File: config.mk
export PLATFORM = sky130hd
export DESIGN_NAME = dbpm_front_flat
export DESIGN_NICKNAME = d
export VERILOG_FILES = /design/src/rtl/dbpm_pkg.sv /design/src/rtl/dbpm_if.sv /design/src/rtl/dbpm_front.sv /design/src/flat_wrapper.sv
export SDC_FILE = /design/constraint.sdc
export NUM_CORES = 1
export LEC_CHECK = 0
export BUFFER_PORTS_ARGS = -buffer_cell sky130_fd_sc_hd__buf_2
export CAP_MARGIN = 5
export CORE_MARGIN = 4
export CORE_UTILIZATION = 40
export DETAILED_ROUTE_END_ITERATION = 12
export PLACE_DENSITY = 0.67
export SYNTH_ARGS = -nofsm -noshare
export SYNTH_HDL_FRONTEND = slang
export SYNTH_SLANG_ARGS = --single-unit
File: constraint.sdc
create_clock -name vclk -period 1.7
set_input_delay 0.085 -clock vclk [all_inputs]
set_output_delay 0.085 -clock vclk [all_outputs]
set_load 0.02 [all_outputs]
File: src/rtl/dbpm_pkg.sv
// ----------------------------------------------------------------------------
// dbpm_pkg
// Shared types, codes and character constants of the bracket pair matcher.
// ----------------------------------------------------------------------------
package dbpm_pkg;

  // Bracket types: ( [ { < then A..Z
  localparam int unsigned TYPES_MAX = 30;
  localparam int unsigned TYPE_W    = 5;

  // Character codes
  localparam logic [7:0] CH_DOT    = 8'h2E;
  localparam logic [7:0] CH_LPAREN = 8'h28;
  localparam logic [7:0] CH_RPAREN = 8'h29;
  localparam logic [7:0] CH_LBRACK = 8'h5B;
  localparam logic [7:0] CH_RBRACK = 8'h5D;
  localparam logic [7:0] CH_LBRACE = 8'h7B;
  localparam logic [7:0] CH_RBRACE = 8'h7D;
  localparam logic [7:0] CH_LANGLE = 8'h3C;
  localparam logic [7:0] CH_RANGLE = 8'h3E;
  localparam logic [7:0] CH_UP_A   = 8'h41;
  localparam logic [7:0] CH_UP_Z   = 8'h5A;
  localparam logic [7:0] CH_LO_A   = 8'h61;
  localparam logic [7:0] CH_LO_Z   = 8'h7A;

  // Output field limit (10-bit position fields saturate here)
  localparam int unsigned FIELD_MAX = 1023;

  // Type indices in ascending ASCII order of their opening character
  localparam logic [TYPE_W-1:0] ASCII_ORDER [TYPES_MAX] = '{
    5'd0,  5'd3,  5'd4,  5'd5,  5'd6,  5'd7,  5'd8,  5'd9,  5'd10, 5'd11,
    5'd12, 5'd13, 5'd14, 5'd15, 5'd16, 5'd17, 5'd18, 5'd19, 5'd20, 5'd21,
    5'd22, 5'd23, 5'd24, 5'd25, 5'd26, 5'd27, 5'd28, 5'd29, 5'd1,  5'd2
  };

  // Character class after decode
  typedef enum logic [1:0] {
    KIND_DOT,
    KIND_OPEN,
    KIND_CLOSE,
    KIND_BAD
  } kind_e;

  // Result status codes
  typedef enum logic [2:0] {
    ST_DOT      = 3'd0,
    ST_OPEN     = 3'd1,
    ST_PAIR     = 3'd2,
    ST_UNOPENED = 3'd3,
    ST_INVALID  = 3'd4,
    ST_SKIPPED  = 3'd5,
    ST_OVERFLOW = 3'd6
  } status_e;

  // Classified character handed from front to back
  typedef struct packed {
    kind_e             kind;
    logic [TYPE_W-1:0] typ;
    logic              last;
  } op_t;

  // ASCII code of the opening character of a type
  function automatic logic [6:0] open_char(input logic [TYPE_W-1:0] t);
    logic [6:0] c;
    case (t)
      5'd0:    c = CH_LPAREN[6:0];
      5'd1:    c = CH_LBRACK[6:0];
      5'd2:    c = CH_LBRACE[6:0];
      5'd3:    c = CH_LANGLE[6:0];
      default: c = CH_UP_A[6:0] + 7'(t - 5'd4);
    endcase
    return c;
  endfunction

endpackage

File: src/rtl/dbpm_if.sv
// ----------------------------------------------------------------------------
// dbpm_in_if / dbpm_out_if
// Valid/ready channels for structure characters and match results.
// ----------------------------------------------------------------------------
interface dbpm_in_if;
  logic       valid;
  logic       ready;
  logic [7:0] symbol;
  logic       last;

  modport source (output valid, output symbol, output last, input ready);
  modport sink   (input valid, input symbol, input last, output ready);
endinterface


File: src/rtl/dbpm_front.sv
// ----------------------------------------------------------------------------
// dbpm_front
// Classifies each incoming character as dot, opener, closer or invalid.
// ----------------------------------------------------------------------------
module dbpm_front #(
  parameter int unsigned NUM_TYPES = 30
) (
  dbpm_in_if.sink        in_i,
  output logic           op_valid_o,
  output dbpm_pkg::op_t  op_o,
  input  logic           op_ready_i
);

  logic [7:0]                  sym;
  logic [dbpm_pkg::TYPE_W-1:0] t;
  dbpm_pkg::kind_e             kind;

  // Decode symbol into a bracket type and class
  always_comb begin
    sym  = in_i.symbol;
    t    = '0;
    kind = dbpm_pkg::KIND_BAD;
    if (sym == dbpm_pkg::CH_DOT) begin
      kind = dbpm_pkg::KIND_DOT;
    end else if (sym == dbpm_pkg::CH_LPAREN) begin
      kind = dbpm_pkg::KIND_OPEN;  t = 5'd0;
    end else if (sym == dbpm_pkg::CH_LBRACK) begin
      kind = dbpm_pkg::KIND_OPEN;  t = 5'd1;
    end else if (sym == dbpm_pkg::CH_LBRACE) begin
      kind = dbpm_pkg::KIND_OPEN;  t = 5'd2;
    end else if (sym == dbpm_pkg::CH_LANGLE) begin
      kind = dbpm_pkg::KIND_OPEN;  t = 5'd3;
    end else if (sym >= dbpm_pkg::CH_UP_A && sym <= dbpm_pkg::CH_UP_Z) begin
      kind = dbpm_pkg::KIND_OPEN;
      t    = 5'd4 + 5'(sym - dbpm_pkg::CH_UP_A);
    end else if (sym == dbpm_pkg::CH_RPAREN) begin
      kind = dbpm_pkg::KIND_CLOSE; t = 5'd0;
    end else if (sym == dbpm_pkg::CH_RBRACK) begin
      kind = dbpm_pkg::KIND_CLOSE; t = 5'd1;
    end else if (sym == dbpm_pkg::CH_RBRACE) begin
      kind = dbpm_pkg::KIND_CLOSE; t = 5'd2;
    end else if (sym == dbpm_pkg::CH_RANGLE) begin
      kind = dbpm_pkg::KIND_CLOSE; t = 5'd3;
    end else if (sym >= dbpm_pkg::CH_LO_A && sym <= dbpm_pkg::CH_LO_Z) begin
      kind = dbpm_pkg::KIND_CLOSE;
      t    = 5'd4 + 5'(sym - dbpm_pkg::CH_LO_A);
    end
    // Types beyond the configured set count as invalid characters
    if ((kind == dbpm_pkg::KIND_OPEN || kind == dbpm_pkg::KIND_CLOSE) &&
        32'(t) >= NUM_TYPES) begin
      kind = dbpm_pkg::KIND_BAD;
      t    = '0;
    end
  end

  assign op_valid_o = in_i.valid;
  assign op_o.kind  = kind;
  assign op_o.typ   = t;
  assign op_o.last  = in_i.last;
  assign in_i.ready = op_ready_i;

endmodule

File: src/flat_wrapper.sv
// flat-port wrapper written by rule: the top's interface ports become plain ports
module dbpm_front_flat 
#(
  parameter int unsigned NUM_TYPES = 30
)
  (op_valid_o, op_o, op_ready_i, in_i_valid, in_i_symbol, in_i_last, in_i_ready);
  dbpm_in_if in_i_i ();
  output logic op_valid_o;
  output dbpm_pkg::op_t op_o;
  input  logic op_ready_i;
  input wire logic [$bits(in_i_i.valid)-1:0] in_i_valid;
  input wire logic [$bits(in_i_i.symbol)-1:0] in_i_symbol;
  input wire logic [$bits(in_i_i.last)-1:0] in_i_last;
  output wire logic [$bits(in_i_i.ready)-1:0] in_i_ready;
  assign in_i_i.valid = in_i_valid;
  assign in_i_i.symbol = in_i_symbol;
  assign in_i_i.last = in_i_last;
  assign in_i_ready = in_i_i.ready;
  dbpm_front #(.NUM_TYPES(NUM_TYPES)) u_core (.in_i(in_i_i), .op_valid_o(op_valid_o), .op_o(op_o), .op_ready_i(op_ready_i));
endmodule
# Yosys cells after proc, flatten, opt, wreduce, memory -nomap -nowiden
# Index checks and enable logic that the tools add are counted.
# op_classes
addsub	4
order_cmp	5
n_eq_ne	11
muxes	24
n_reduce_logical	4
# op_table
op	n
2-to-1 mux 5 bit	12
== test 8 x 6 -> 1 bit, second input constant	5
== test 8 x 7 -> 1 bit, second input constant	4
2-to-1 mux 2 bit	11
greater-or-equal comparator 8 x 7 -> 1 bit, second input constant	2
<= comparator 8 x 7 -> 1 bit, second input constant	2
adder 3 x 5 -> 5 bit, first input constant	2
subtractor 5 x 1 -> 5 bit, second input constant	2
greater-or-equal comparator 5 bit, second input constant	1
logical AND 1 bit	3
== test 2 x 1 -> 1 bit, second input constant	1
== test 2 bit, second input constant	1
logical OR 1 bit	1
2-to-1 mux 1 bit	1
# word_totals
register_bits	0
out_inout_bits	10
wordCells	48

# Depth between registers and ports, before layout
# logic_depth
ltp_word	17
mapped_depth	7
mapped_depth_nobuf	7

# Worst setup path before layout
# OpenSTA, ideal clock, no wires.
# synth_timing
path_kind	input -> output
start	input in_i_symbol[3]
end	output op_o[3] (netlist bit)
arrival_time_ns	1.686
t_required_ns	1.615
setup_slack_ns	-0.071
path_stages	5
path_buffers	0
cell_sequence	or3_1 > a41o_1 > and3_4 > a21boi_4 > nor4_1
# synth_rtl
element	line	rtl
from (decl)	flat_wrapper.sv:12	input wire logic [$bits(in_i_i.symbol)-1:0] in_i_symbol;
to (decl)	flat_wrapper.sv:9	output dbpm_pkg::op_t op_o;

==> flow_summary.yaml <==
global_route:
  grt_pass1_vias: 678
  overflow: 0
  grt_first_pass_wirelength_um: 3050
  grtUsageTotal_pct: 19.1
  antenna_found_initial: 0
  grt_start_max_net_pins: 11
pwr:
  p_clk_share_pct: 0
  power.switching_uw: 120
  peakVddDrop_v: 0.000152
  p_comb_share_pct: 100.0
  powerDensity_nw_per_um2: 226
  leakagePower_nw: 0.393
  power.sequential.fraction_pct: 0
  p_total_uw: 224
  swShare_pct: 53.5
  cellInternalPower_uw: 104
critical_path:
  worstPathCellList: "buf_6, inv_4, ha_4, nand2_1, a211oi_2, buf_4, a21oi_2, a21boi_4, a221o_1, buf_6"
  required_ns: 1.62
  worst_path_max_delay_cell: "a21boi_4"
  crit_type: "in2out"
  path_buf_inv: 4
  cp.depth: 10
  crit_family: "compound AO/OA/AOI/OAI gates"
  slowest_delay_ns: 0.28
  crit_arrival_ns: 1.61
  crit_top_cell: "buf_6"
  crit_fanout: 7
  cp-start-kind: "input port"
  worstSetupEndpointType: "output pin"
detailed_routing:
  top_layer_used: "met4"
  wl_met2_um: 1110
  drc: 0
  vias: 750
  first_pass_iters: 4
  ant_nets: 0
  wire_per_inst_um: 17.2
  viasPerCell: 6.05
  routed_wl_um: 2130
  drtIter0Drc: 8
  drt-met1-wl_um: 881
  wl_met3_um: 76
synthesis:
  synth.distinct_cells: 41
  yosysWarnings: 0
  synth_top_area_share_pct: 10.8
  synth.area.top_cells: "ha_1, buf_4, nand2b_1"
  synth_top_area_cell: "ha_1"
  avgSynthCellArea_um2: 7.36
  synth_area_um2: 582
  syn_inst: 79
  synthesis.nets: 95
  ys_seq_area_share_pct: 0
finish:
  stdcell_count: 124
  fin_nets: 127
  seq_cell_count: 0
  final_area_um2: 992
  drive_gt1_share_pct: 57.8
  seq_area_um2: 0
  fin_util_pct: 74.4
  antenna_cells: 0
  clock_buffers: 0
  syn_to_final_growth_pct: 70.5
flow_run:
  max-cap-violations: 0
floorplanning:
  fp-row-count: 13
  die_w_um: 46.1
  start_util_pct: 43.6
  die_h_um: 46.1
  ios: 21
  dieArea_um2: 2130
  core_area_um2: 1330
place:
  place_area_um2: 778
  placed_cells: 122
  port_buffers: 15
  hpwl_um: 1520
  gp_congestion: 0.927
sta:
  finalHoldViolCount: 0
  fin_hold_ws_ns: 0.170
  worst_pin_slew_ns: 0.414
  rsz0062_at_grt: "true"
  slew_viol_final: 0
  max_slew_margin_pct: 72.3
  setup_viol: 0
  fin_crit_sh_pct: 99.6
  fin_crit_ns: 1.69
  max_freq_mhz: 591
run_status:
  status: "completed"
hold_path:
  min_to: "in_i_ready"
  min_from: "op_ready_i"
  whs_path_depth: 0
  hp-class: "in2out"
[stage by stage]
step	setup WS, ns	setup TNS [ns]
3_5_place_dp	-0.147	-0.627
3_3_place_gp	-0.0969	-0.421
2_1_floorplan	-0.0709	-0.164
5_1_grt	-0.0581	-0.169
6_report	0.00684	0
4_1_cts	-0.0305	-0.0305
[layout make-up]
class / instances / area [µm²]
fill: 95 / 342
tap: 15 / 18.8
inverter: 3 / 21.3
multi-input combinational: 69 / 673
timing repair buffer: 37 / 279
[metal layers]
metal | vias up | track usage, %
li1 | 361 | -
met1 | 354 | 23.6
met2 | 29 | 37.1
met3 | 6 | 0
met4 | 0 | 2.27
met5 | - | 0
[cells by family after synthesis]
kind of cell,after synthesis,share of synthesized area (%)
adder cells (fa/ha/maj),5,10.8
AO/OA/AOI/OAI,27,38.3
buffers and inverters,10,10.1
XOR/XNOR,3,4.52
multiplexers,1,1.72
AND/OR/NAND/NOR,33,34.6
[timing repair]
action / 4_1_cts / 5_1_grt
setup buffers: 2 / 0
hold buffers: 0 / 0
hold endpoints to repair: 0 / 0
endpoints found under the setup margin: 7 / 7
pin swaps: 6 / 7
gates resized for setup: 17 / 25
[layout by cell type (no fill, tap or decap), types with 2 or more instances in the layout]
cell type,netlist,layout
buf_2,2,9
nor4_1,2,2
nor2_2,0,2
nand2_1,6,6
nand2b_1,4,2
nand3_1,2,2
buf_4,5,24
nand2b_4,0,2
xor2_1,2,2
buf_6,0,3
nor3b_1,2,2
nor2_1,6,4
ha_4,0,4
a21oi_1,4,3
o21ai_0,4,3
o21a_1,2,2
[cells in the mapped netlist (all sizes together)]
cell type,number
nor2,6
xnor2,1
inv,3
o31a,1
xor2,2
a21o,1
o21ai,4
a21boi,1
nand3,2
a221o,1
buf,7
o22a,1
nor3,2
a211oi,2
o32ai,1
a41o,1
a221oi,1
nor3b,2
nand2b,4
o31ai,1
mux2i,1
o21a,2
a21oi,4
a2111oi,1
and3,1
a22o,1
or3,3
nor4bb,1
ha,5
and2,1
nand3b,1
nand2,7
o211ai,1
a31oi,2
nor4,3
o2bb2ai,1
[worst max path at each step]
stage | endpoint | start | slack [ns]
after floorplan | op_o[3] | in_i_symbol[3] | -0.07
after global placement | op_o[1] | in_i_symbol[0] | -0.1
after detailed placement | op_o[1] | in_i_symbol[0] | -0.15
after CTS | op_o[5] | in_i_symbol[1] | -0.03
after global routing | op_o[1] | in_i_symbol[0] | -0.06
final | op_o[6] | in_i_symbol[1] | 0.007
[power by group through the flow]
stage	clock network, mW	logic (mW)	registers (mW)
floorplan	0	0.112	0
global placement	0	0.164	0
detailed placement	0	0.167	0
CTS	0	0.186	0
global route	0	0.240	0
finish	0	0.224	0
Note: power is estimated with default switching activity, not from simulation.
