==> config.mk <==
export PLATFORM = sky130hd
export DESIGN_NAME = dbpm_queue
export DESIGN_NICKNAME = d
export VERILOG_FILES = /design/src/rtl/dbpm_pkg.sv /design/src/rtl/dbpm_queue.sv
export SDC_FILE = /design/constraint.sdc
export NUM_CORES = 1
export LEC_CHECK = 0
export BUFFER_PORTS_ARGS = -buffer_cell sky130_fd_sc_hd__buf_4
export CORE_MARGIN = 10
export CORE_UTILIZATION = 52
export CTS_BUF_LIST = sky130_fd_sc_hd__clkbuf_4
export DETAILED_ROUTE_END_ITERATION = 8
export GPL_TIMING_DRIVEN = 0
export PLACE_DENSITY = 0.8
export REMOVE_ABC_BUFFERS = 1
export SYNTH_ARGS = -nofsm -noshare
export SYNTH_HDL_FRONTEND = slang
export SYNTH_SLANG_ARGS = --single-unit
==> constraint.sdc <==
create_clock -name clk_i -period 1.75 [get_ports clk_i]
set_input_delay 0.0875 -clock clk_i [delete_from_list [all_inputs] [get_ports clk_i]]
set_output_delay 0.0875 -clock clk_i [all_outputs]
set_load 0.05 [all_outputs]
==> src/rtl/dbpm_pkg.sv <==
// ----------------------------------------------------------------------------
// dbpm_pkg
// Shared types, codes and character constants of the bracket pair matcher.
// ----------------------------------------------------------------------------
package dbpm_pkg;

  // Bracket types: ( [ { < then A..Z
  localparam int unsigned TYPES_MAX = 30;
  localparam int unsigned TYPE_W    = 5;

  // Character codes
  localparam logic [7:0] CH_DOT    = 8'h2E;
  localparam logic [7:0] CH_LPAREN = 8'h28;
  localparam logic [7:0] CH_RPAREN = 8'h29;
  localparam logic [7:0] CH_LBRACK = 8'h5B;
  localparam logic [7:0] CH_RBRACK = 8'h5D;
  localparam logic [7:0] CH_LBRACE = 8'h7B;
  localparam logic [7:0] CH_RBRACE = 8'h7D;
  localparam logic [7:0] CH_LANGLE = 8'h3C;
  localparam logic [7:0] CH_RANGLE = 8'h3E;
  localparam logic [7:0] CH_UP_A   = 8'h41;
  localparam logic [7:0] CH_UP_Z   = 8'h5A;
  localparam logic [7:0] CH_LO_A   = 8'h61;
  localparam logic [7:0] CH_LO_Z   = 8'h7A;

  // Output field limit (10-bit position fields saturate here)
  localparam int unsigned FIELD_MAX = 1023;

  // Type indices in ascending ASCII order of their opening character
  localparam logic [TYPE_W-1:0] ASCII_ORDER [TYPES_MAX] = '{
    5'd0,  5'd3,  5'd4,  5'd5,  5'd6,  5'd7,  5'd8,  5'd9,  5'd10, 5'd11,
    5'd12, 5'd13, 5'd14, 5'd15, 5'd16, 5'd17, 5'd18, 5'd19, 5'd20, 5'd21,
    5'd22, 5'd23, 5'd24, 5'd25, 5'd26, 5'd27, 5'd28, 5'd29, 5'd1,  5'd2
  };

  // Character class after decode
  typedef enum logic [1:0] {
    KIND_DOT,
    KIND_OPEN,
    KIND_CLOSE,
    KIND_BAD
  } kind_e;

  // Result status codes
  typedef enum logic [2:0] {
    ST_DOT      = 3'd0,
    ST_OPEN     = 3'd1,
    ST_PAIR     = 3'd2,
    ST_UNOPENED = 3'd3,
    ST_INVALID  = 3'd4,
    ST_SKIPPED  = 3'd5,
    ST_OVERFLOW = 3'd6
  } status_e;

  // Classified character handed from front to back
  typedef struct packed {
    kind_e             kind;
    logic [TYPE_W-1:0] typ;
    logic              last;
  } op_t;

  // ASCII code of the opening character of a type
  function automatic logic [6:0] open_char(input logic [TYPE_W-1:0] t);
    logic [6:0] c;
    case (t)
      5'd0:    c = CH_LPAREN[6:0];
      5'd1:    c = CH_LBRACK[6:0];
      5'd2:    c = CH_LBRACE[6:0];
      5'd3:    c = CH_LANGLE[6:0];
      default: c = CH_UP_A[6:0] + 7'(t - 5'd4);
    endcase
    return c;
  endfunction

endpackage

==> src/rtl/dbpm_queue.sv <==
// ----------------------------------------------------------------------------
// dbpm_queue
// Two-entry queue of classified characters between front and back.
// ----------------------------------------------------------------------------
module dbpm_queue (
  input  logic          clk_i,
  input  logic          rst_ni,
  input  logic          push_valid_i,
  output logic          push_ready_o,
  input  dbpm_pkg::op_t push_data_i,
  output logic          pop_valid_o,
  input  logic          pop_ready_i,
  output dbpm_pkg::op_t pop_data_o
);

  dbpm_pkg::op_t slot_q [2];
  logic [1:0]    count_q, count_d;
  logic          wr_q, rd_q;
  logic          push, pop;

  assign push_ready_o = (count_q != 2'd2);
  assign pop_valid_o  = (count_q != 2'd0);
  assign push         = push_valid_i && push_ready_o;
  assign pop          = pop_ready_i && pop_valid_o;
  assign pop_data_o   = slot_q[rd_q];

  // Occupancy
  always_comb begin
    count_d = count_q;
    if (push && !pop) begin
      count_d = count_q + 2'd1;
    end else if (pop && !push) begin
      count_d = count_q - 2'd1;
    end
  end

  // Pointers and fill level
  always_ff @(posedge clk_i or negedge rst_ni) begin
    if (!rst_ni) begin
      count_q <= 2'd0;
      wr_q    <= 1'b0;
      rd_q    <= 1'b0;
    end else begin
      count_q <= count_d;
      if (push) wr_q <= ~wr_q;
      if (pop)  rd_q <= ~rd_q;
    end
  end

  // Storage
  always_ff @(posedge clk_i) begin
    if (push) begin
      slot_q[wr_q] <= push_data_i;
    end
  end

endmodule

Word-level counts from Yosys, hierarchy flattened
Memory sizes are Yosys's and may differ from the RTL's. Index checks and enable logic that the tools add are counted.

$add $sub $neg: 2. Equal/unequal tests: 1. Muxes and demuxes: 4. Bitwise logic cells: 2. Reduce and logical (&&, ||, !) cells: 8.

Operators by type and width (number): $logic_and A1 B1 Y1 (4); $mux W2 (2); $reduce_bool A2 Y1 (2); $add A2 B1 Y2 const B (1); $logic_not A1 Y1 (2); $mux W1 (2); $ne A2 B2 Y1 const B (1); $not A1 Y1 (2); $sub A2 B1 Y2 const B (1).

Bits in registers: 4. Memory bits (writable): 16. Input port bits: 12. Output and inout bits: 10. Logic and storage cells: 21. Memories kept: 1.

Memories: slot_q (depth 2, bits a word 8, read ports 1, clocked after Yosys merged registers in 0, write ports 1, line dbpm_queue.sv:16) `dbpm_pkg::op_t slot_q [2];`.

Depth between registers and ports, before layout
Gate-level depths: netlist of the first run.

Depth in word-level cells: 6. Mapped depth: 7. Mapped depth without buffers: 7.

Worst setup path after synthesis of the first run
No wires, ideal clock.

Kind: register -> register. From: register count_q[0]. To: memory slot_q[0][0] in the netlist's numbering (enable). Arrival: 1.131 ns. Required time: 1.380 ns. Path slack: 0.249 ns. Stages on the path, launching flop included: 4. Clock period less this slack: 1.501 ns. Cell sequence: dfrtp_1 > nand2b_4 > nand2_1 > nor2_1.

Word-level cells in the longest chain between the ends: 4.

Ends and longest elaborated chain: start: declaration (line dbpm_queue.sv:17) `logic [1:0] count_q, count_d;`; start signal: assignment (line dbpm_queue.sv:44) `count_q <= count_d;`; $ne A2 B2 Y1 (line dbpm_queue.sv:21) `assign push_ready_o = (count_q != 2'd2);`; net push_ready_o (line dbpm_queue.sv:9) `output logic push_ready_o,`; $logic_and A1 B1 Y1 (line dbpm_queue.sv:23) `assign push = push_valid_i && push_ready_o;`; $mux W1 (line dbpm_queue.sv:52) `if (push) begin`; $mux W1 (not written as such) (line dbpm_queue.sv:53) `slot_q[wr_q] <= push_data_i;`; end: declaration (line dbpm_queue.sv:16).

The timed path passes the listed nets, and every way through them passes these cells.

Final worst setup path of the first run
From: register count_q[0]. To: memory slot_q[0][5] in the netlist's numbering (enable).

Word-level cells in the longest chain between the ends: 4.

Ends and longest elaborated chain (line): $ne A2 B2 Y1 (dbpm_queue.sv:21); $logic_and A1 B1 Y1 (dbpm_queue.sv:23); $mux W1 (dbpm_queue.sv:52); $mux W1 (not written as such) (dbpm_queue.sv:53).

Every way passes these cells.

==> summary.md, run 1 <==
| Metric | Value |
|---|---|
| Chip width | 58.9 microns |
| Post-place setup slack | 0.126 ns |
| Clk buf depth | 2 |
| # setup viols final | 0 |
| Crit. End Element | flop |
| Rows | 13 |
| Chip Height | 58.9 microns |
| WL/cell | approximately 18 microns |
| Mapped Cells | 43 |
| Largest net degree at the start of global routing | 13 |
| Layout Utilization | approximately 80% |
| Pleak | 0.453 nW |
| Simple-gate share of the synthesized area | 6.52% |
| Fin. max-slew vios | 0 |
| Vias in the first global route | between 500 and 600 |
| WP data arrival | about 1.6 ns |
| Initial antenna violation count | 0 |
| Adder-Cell Fraction of Synth Area | 1.59% |
| Outcome | finished, final reports clean |
| Share of the synthesized area in the top cell type | slightly above 60% |
| Setup repair bufs after CTS | 0 |
| Gr ovfl total | 0 |
| DRT iter0 DRCs | 14 |
| DP HPWL | 1160 microns |
| Initial core utilization | 57.6% |
| First-pass GRT wire length | 2660 microns |
| Skew final | 0.00701 ns |
| Final ANT Viol Nets | 0 |
| Worst setup SP type | flop |
| Setup tns final | 0 ns |
| Max-Cap Viols | 0 |
| Avg Inst Size Synth | roughly 18 sq um |
| Nets | 90 |
| RSZ-0062 raised after global routing | no |
| Placed cell area | 958 sq um |
| Min Tclk post-route | between 1.5 and 2 ns |
| Worst-path clk slew | 0.11 ns |
| Total Wirelength | 1660 microns |
| Post-synthesis compound-gate area fraction | 0% |
| Fin crit share | 91.6% |
| TritonCTS clock tree | done |
| Leading cell types in the layout, fill and taps excluded | 21 x buf_4, 16 x edfxtp_1, 9 x dlygate4sd3_1 |
| Slew @ Worst Pin | 0.698 ns |
| Core area | approximately 1400 sq um |
| Hold WC Path Type | input pin to flop |
| GPL Wtd Cong | 0.740 |
| Hold path depth | 3 |
| Io pins | 22 |
| Post-synthesis register bit count | 20 |
| Total die area | 3470 sq um |
| Largest cells by area after synthesis | edfxtp_1 61%, dfrtp_1 13%, mux2_2 11% |
| Fin area | 1100 sq um |
| Share of layout cells above drive strength 1 | 47.4% |
| Post-route DRC | 0 |
| Setup WS post-layout | 0.147 ns |
| Most common cell after layout, fill and taps aside | buf_4 |
| Filler Cells Inserted | 78 |
| Synth area leader | edfxtp_1 |
| Layout area overhead | 39.9% |
| Number of buffers created by CTS | 3 |
| Ys Warns | 0 |
| FMAX | 0.624 GHz |
| PwrDens | between 1500 and 2000 nW/um^2 |
| Routed via count | 479 |
| WHS | 0.0529 ns |
| Placed Cells incl. Taps | 78 |
| Post-Synth XOR/XNOR Area | roughly 5.6% |
| Post-synthesis cell type count | 14 |
| Max-slew headroom | 53.3% |
| Post-Syn Area | 787 sq um |
| Root buffer cell | clkbuf_4 |
| Largest family of logic cells by synthesized area | multiplexers |
| Peak VDD IR | 0.00132 V |
| Post-CTS Resized | 0 |
| Worst skew pair latency | roughly 0.31 ns |
| Total power | 2.11 mW |
| Layout Cells excl Fill | 91 |
| WS Path Type | flop to flop |
| All-layer global routing usage | 10.3% |
| Count of buffers from port buffering | 21 |
| Drt via density | 5.26 |
| Hold Fails Final Rpt | 0 |
| Mux share of post-synthesis cell area | 11.4% |
| TritonRoute pass-1 iters | 4 |
| CP max FO | 8 |
| R2r worst-path depth | 3 |
| Data required, critical path | 1.70 ns |
| Sequential-to-total area share from yosys stat | 73.8% |
| ANT cells | 0 |
| CTS sink count | 20 |
| Total number of H-tree levels | 1 |
==> final timing paths <==
path | endpoint | from | slack, ns
worst max-delay path | slot_q[0][5] | count_q[0] | 0.15
worst min-delay path | rd_q | pop_ready_i | 0.05
worst max register to register | slot_q[0][5] | count_q[0] | 0.15
worst min register to register | wr_q | wr_q | 0.51
max in group asynchronous | count_q[1] | rst_ni | 1.54
min in group asynchronous | rd_q | rst_ni | 0.12
==> worst max-delay path, cell delays in order (launching register included) <==
cell	delay, ns
dfrtp_1	0.45
nand2b_4	0.16
nand2_1	0.09
nor2_1	0.55
==> state kept, by name (all words and copies together), names as in the netlist <==
signal,flops
wr_q,1
count_q,2
rd_q,1
slot_q,16
==> what timing repair did <==
action,in CTS,in global routing
hold buffers,9,0
setup endpoints to repair,0,0
endpoints found under the hold margin,20,0
==> layer usage <==
layer | share of wire, % | vias to the layer above | GRT usage, % | wire [microns]
met4 | 1.4 | 0 | 4.92 | 24
li1 | - | 221 | - | -
met1 | 41 | 239 | 11.0 | 680
met3 | 5.6 | 3 | 3.00 | 93
met2 | 52 | 16 | 17.9 | 858
met5 | 0 | - | 0 | 0
==> power breakdown <==
| part | internal, mW | leakage [nW] | switching (mW) |
|---|---|---|---|
| sequential | 0.665 | 0.195 | 0.109 |
| clock | 0.232 | 0.0279 | 0.145 |
| combinational | 0.364 | 0.230 | 0.597 |
==> cell families (layout without fill, tap and decap cells) <==
kind of cell               count (synthesis)  count (layout)
DFF                                       20              20
adders and majority gates                  1               1
and+or+nand+nor                            7               7
muxes                                      8               8
xor gates and xnor gates                   5               5
buffers and inverters                      2              35
==> synthesized netlist by cell type, drive strengths merged <==
library cell  count
mux2              8
edfxtp           16
buf               1
dfrtp             4
or2               1
nor2              2
xor2              2
inv               1
and3              1
xnor2             3
nand2             2
nand2b            1
ha                1
==> cell type report <==
cell class                      count  area [sq um]  share of cell area [%]
Clock inverter                      1          30.0                    2.73
Tap cell                           15          18.8                    1.70
Timing Repair Buffer               30           248                    22.5
Sequential cell                    20           581                    52.7
Inverter                            1          3.75                   0.341
Clock buffer                        3          22.5                    2.05
Multi-Input combinational cell     21           198                    18.0
Note: power is estimated with default switching activity, not from simulation.
==> run 2: changes to the inputs <==
ABC_AREA = 1   (was unset)
CORE_UTILIZATION = 53   (was 52)
==> summary.md, run 2 <==
| Metric | Value |
|---|---|
| PwrDens | 1940 nW/um^2 |
| WS Path Type | flop to flop |
| CP top delay family | simple AND/OR/NAND/NOR gates |
| Min Tclk post-route | roughly 1.5 ns |
| Largest cells by area after synthesis | edfxtp_1 58%, nand2_1 14%, dfrtp_1 12% |
| Total Wirelength | about 1600 microns |
| Fin. max-slew vios | 0 |
| TritonCTS clock tree | done |
| Chip width | between 50 and 60 microns |
| Root buffer cell | clkbuf_4 |
| Total number of H-tree levels | 1 |
| Seq pwr share | 34.3% |
| Area occupied by multi-input gates | 209 sq um |
| Count of buffers from port buffering | 21 |
| Fin crit share | approximately 87% |
| Post-Syn Area | between 800 and 900 sq um |
| Crit path cell chain | inv_2 > nand2_4 > nand2_4 > nor2_1 |
| Synth area leader | edfxtp_1 |
| CP Depth | 4 |
| Post-synthesis cell type count | 14 |
| Count of flip-flops with a built-in enable after synthesis | 16 |
| Post-route DRC | 0 |
| Total power | 2.20 mW |
| Layout area overhead | 37.4% |
| Avg Inst Size Synth | 11.8 sq um |
| Pleak | 0.526 nW |
| Max-slew headroom | 52.6% |
| Post-synthesis register bit count | 20 |
| First-pass GRT wire length | 2710 microns |
| Initial core utilization | 55.5% |
| Nets | 117 |
| Clk buf depth | 2 |
| DP HPWL | 1140 microns |
| Post-place setup slack | roughly 0.24 ns |
| Peak VDD IR | about 0.0014 V |
| All-layer global routing usage | under 10% |
| Sequential cell area | 581 sq um |
| Initial antenna violation count | 0 |
| Hold buffers post-CTS | 9 |
| Vias in the first global route | 608 |
| Most common cell after layout, fill and taps aside | nand2_1 |
| Worst setup SP type | flop |
| RSZ-0062 raised after global routing | no |
| Routed via count | 567 |
| Total die area | 3540 sq um |
| CTS sink count | 20 |
| Largest register by flop count | slot_q |
| Rows | 14 |
| Outcome | finished, final reports clean |
| Ys Warns | 0 |
| TritonRoute pass-1 iters | 4 |
| Crit. End Element | flop |
| Critical Path Max Stage Delay | between 0.5 and 0.6 ns |
| Filler Cells Inserted | 95 |
| Drt via density | 4.76 |
| Setup WS post-layout | ~0.23 ns |
| Mapped Cells | 70 |
| Share of the synthesized area in the top cell type | 58.1% |
| Gr ovfl total | 0 |
| Setup tns final | 0 ns |
| Fin area | 1140 sq um |
| Hold WC Path Type | input pin to flop |
| Placed cell area | 993 sq um |
| Largest net degree at the start of global routing | 13 |
| GPL Wtd Cong | between 0.7 and 0.8 |
| Placed Cells incl. Taps | 106 |
| Top-count cell post-synth | nand2_1 |
| Layout Utilization | 76.3% |
| Worst-path clk slew | around 0.11 ns |
| Hold Fails Final Rpt | 0 |
| Slowest stage cell on the critical path | nor2_1 |
| Final ANT Viol Nets | 0 |
| Comb pwr share | about half |
| DRT iter0 DRCs | 11 |
| P_sw | 0.986 mW |
| Worst Path Buf+Inv | 1 |
| Main synth FF type | edfxtp_1 |
| Chip Height | 59.5 microns |
| WP data arrival | between 1 and 1.5 ns |
| Sw Share | 44.8% |
| Skew final | ~0.0076 ns |
| FMAX | 0.657 GHz |
| Post-CTS Resized | 0 |
| Io pins | 22 |
| Int Pwr | 1.21 mW |
| WHS | approximately 0.041 ns |
| Post-synth ARST share | 20.0% |
| Data required, critical path | roughly 1.7 ns |
| Sequential-to-total area share from yosys stat | 70.2% |
| Top flop regs | slot_q: 16 flops, count_q: 2 flops |
| Synth cell count leaders | 30 x nand2_1, 16 x edfxtp_1, 4 x dfrtp_1, 4 x inv_1, 3 x inv_2 |
| Leading cell types in the layout, fill and taps excluded | 30 x nand2_1, 21 x buf_4, 16 x edfxtp_1 |
| Core area | ~1500 sq um |
| Hold path depth | 3 |
| CP most frequent cell | nand2_4 |
| Worst skew pair latency | 0.30 ns |
| Max FFs per register | 16 |
| Slew @ Worst Pin | approximately 0.71 ns |
| Layout Cells excl Fill | between 100 and 150 |
| Max-Cap Viols | 0 |
| ANT cells | 0 |
| CP max FO | 8 |
| Number of buffers created by CTS | 3 |
| R2r worst-path depth | 4 |
| Setup repair bufs after CTS | 0 |
| Share of layout cells above drive strength 1 | 32.0% |
| WL/cell | 13.6 microns |
| Clk pwr share | 16.8% |
| # setup viols final | 0 |
==> run 2: cell count changes after synthesis, sizes merged <==
cell	previous run	this run
nand3	0	2
nand2	2	34
mux2	8	0
xnor2	3	1
and3	1	0
nand2b	1	0
xor2	2	1
inv	1	7
nand4	0	1
or2	1	0
==> run 2: cell type report <==
cell class	instances	area share, %
tap	16	1.76
multi-input combinational	42	18.4
clock inverter	1	2.64
timing repair buffer	30	21.8
clock buffer	3	1.98
sequential	20	51.1
inverter	7	2.31
==> run 2: final timing paths <==
kind                              from            to  slack (ns)
max                         count_q[0]  slot_q[0][3]        0.23
min                        pop_ready_i          rd_q        0.04
max reg2reg                 count_q[0]  slot_q[0][3]        0.23
min reg2reg                 count_q[0]    count_q[0]        0.52
max in group asynchronous       rst_ni          rd_q        1.52
min in group asynchronous       rst_ni    count_q[1]        0.13
==> run 2: per-layer routing <==
layer | track usage, % | wire [microns] | vias up
li1 | - | - | 289
met1 | 10.2 | 650 | 260
met2 | 17.2 | 831 | 14
met3 | 3.86 | 107 | 4
met4 | 3.85 | 27 | 0
met5 | 0 | 0 | -
==> run 2: power by group through the flow <==
stage | combinational, mW | sequential (mW) | clock [mW]
2_1_floorplan | 0.779 | 0.741 | 0
3_3_place_gp | 1.05 | 0.756 | 0
3_5_place_dp | 1.07 | 0.762 | 0
4_1_cts | 1.09 | 0.755 | 0.373
5_1_grt | 1.15 | 0.770 | 0.393
6_report | 1.08 | 0.754 | 0.369
==> run 2: worst register-to-register path, stage by stage (launching register included) <==
cell and delay [ns]:
dfrtp_1 0.41, inv_2 0.08, nand2_4 0.07, nand2_4 0.06, nor2_1 0.54
==> run 2: kinds of logic (layout without fill, tap and decap cells) <==
kind of cell	after synthesis	count (layout)	share of synthesized area [%]
and+or+nand+nor	39	39	20.7
DFF	20	20	70.2
buffers and inverters	8	41	4.54
xor gates and xnor gates	2	2	3.03
adders and majority gates	1	1	1.51
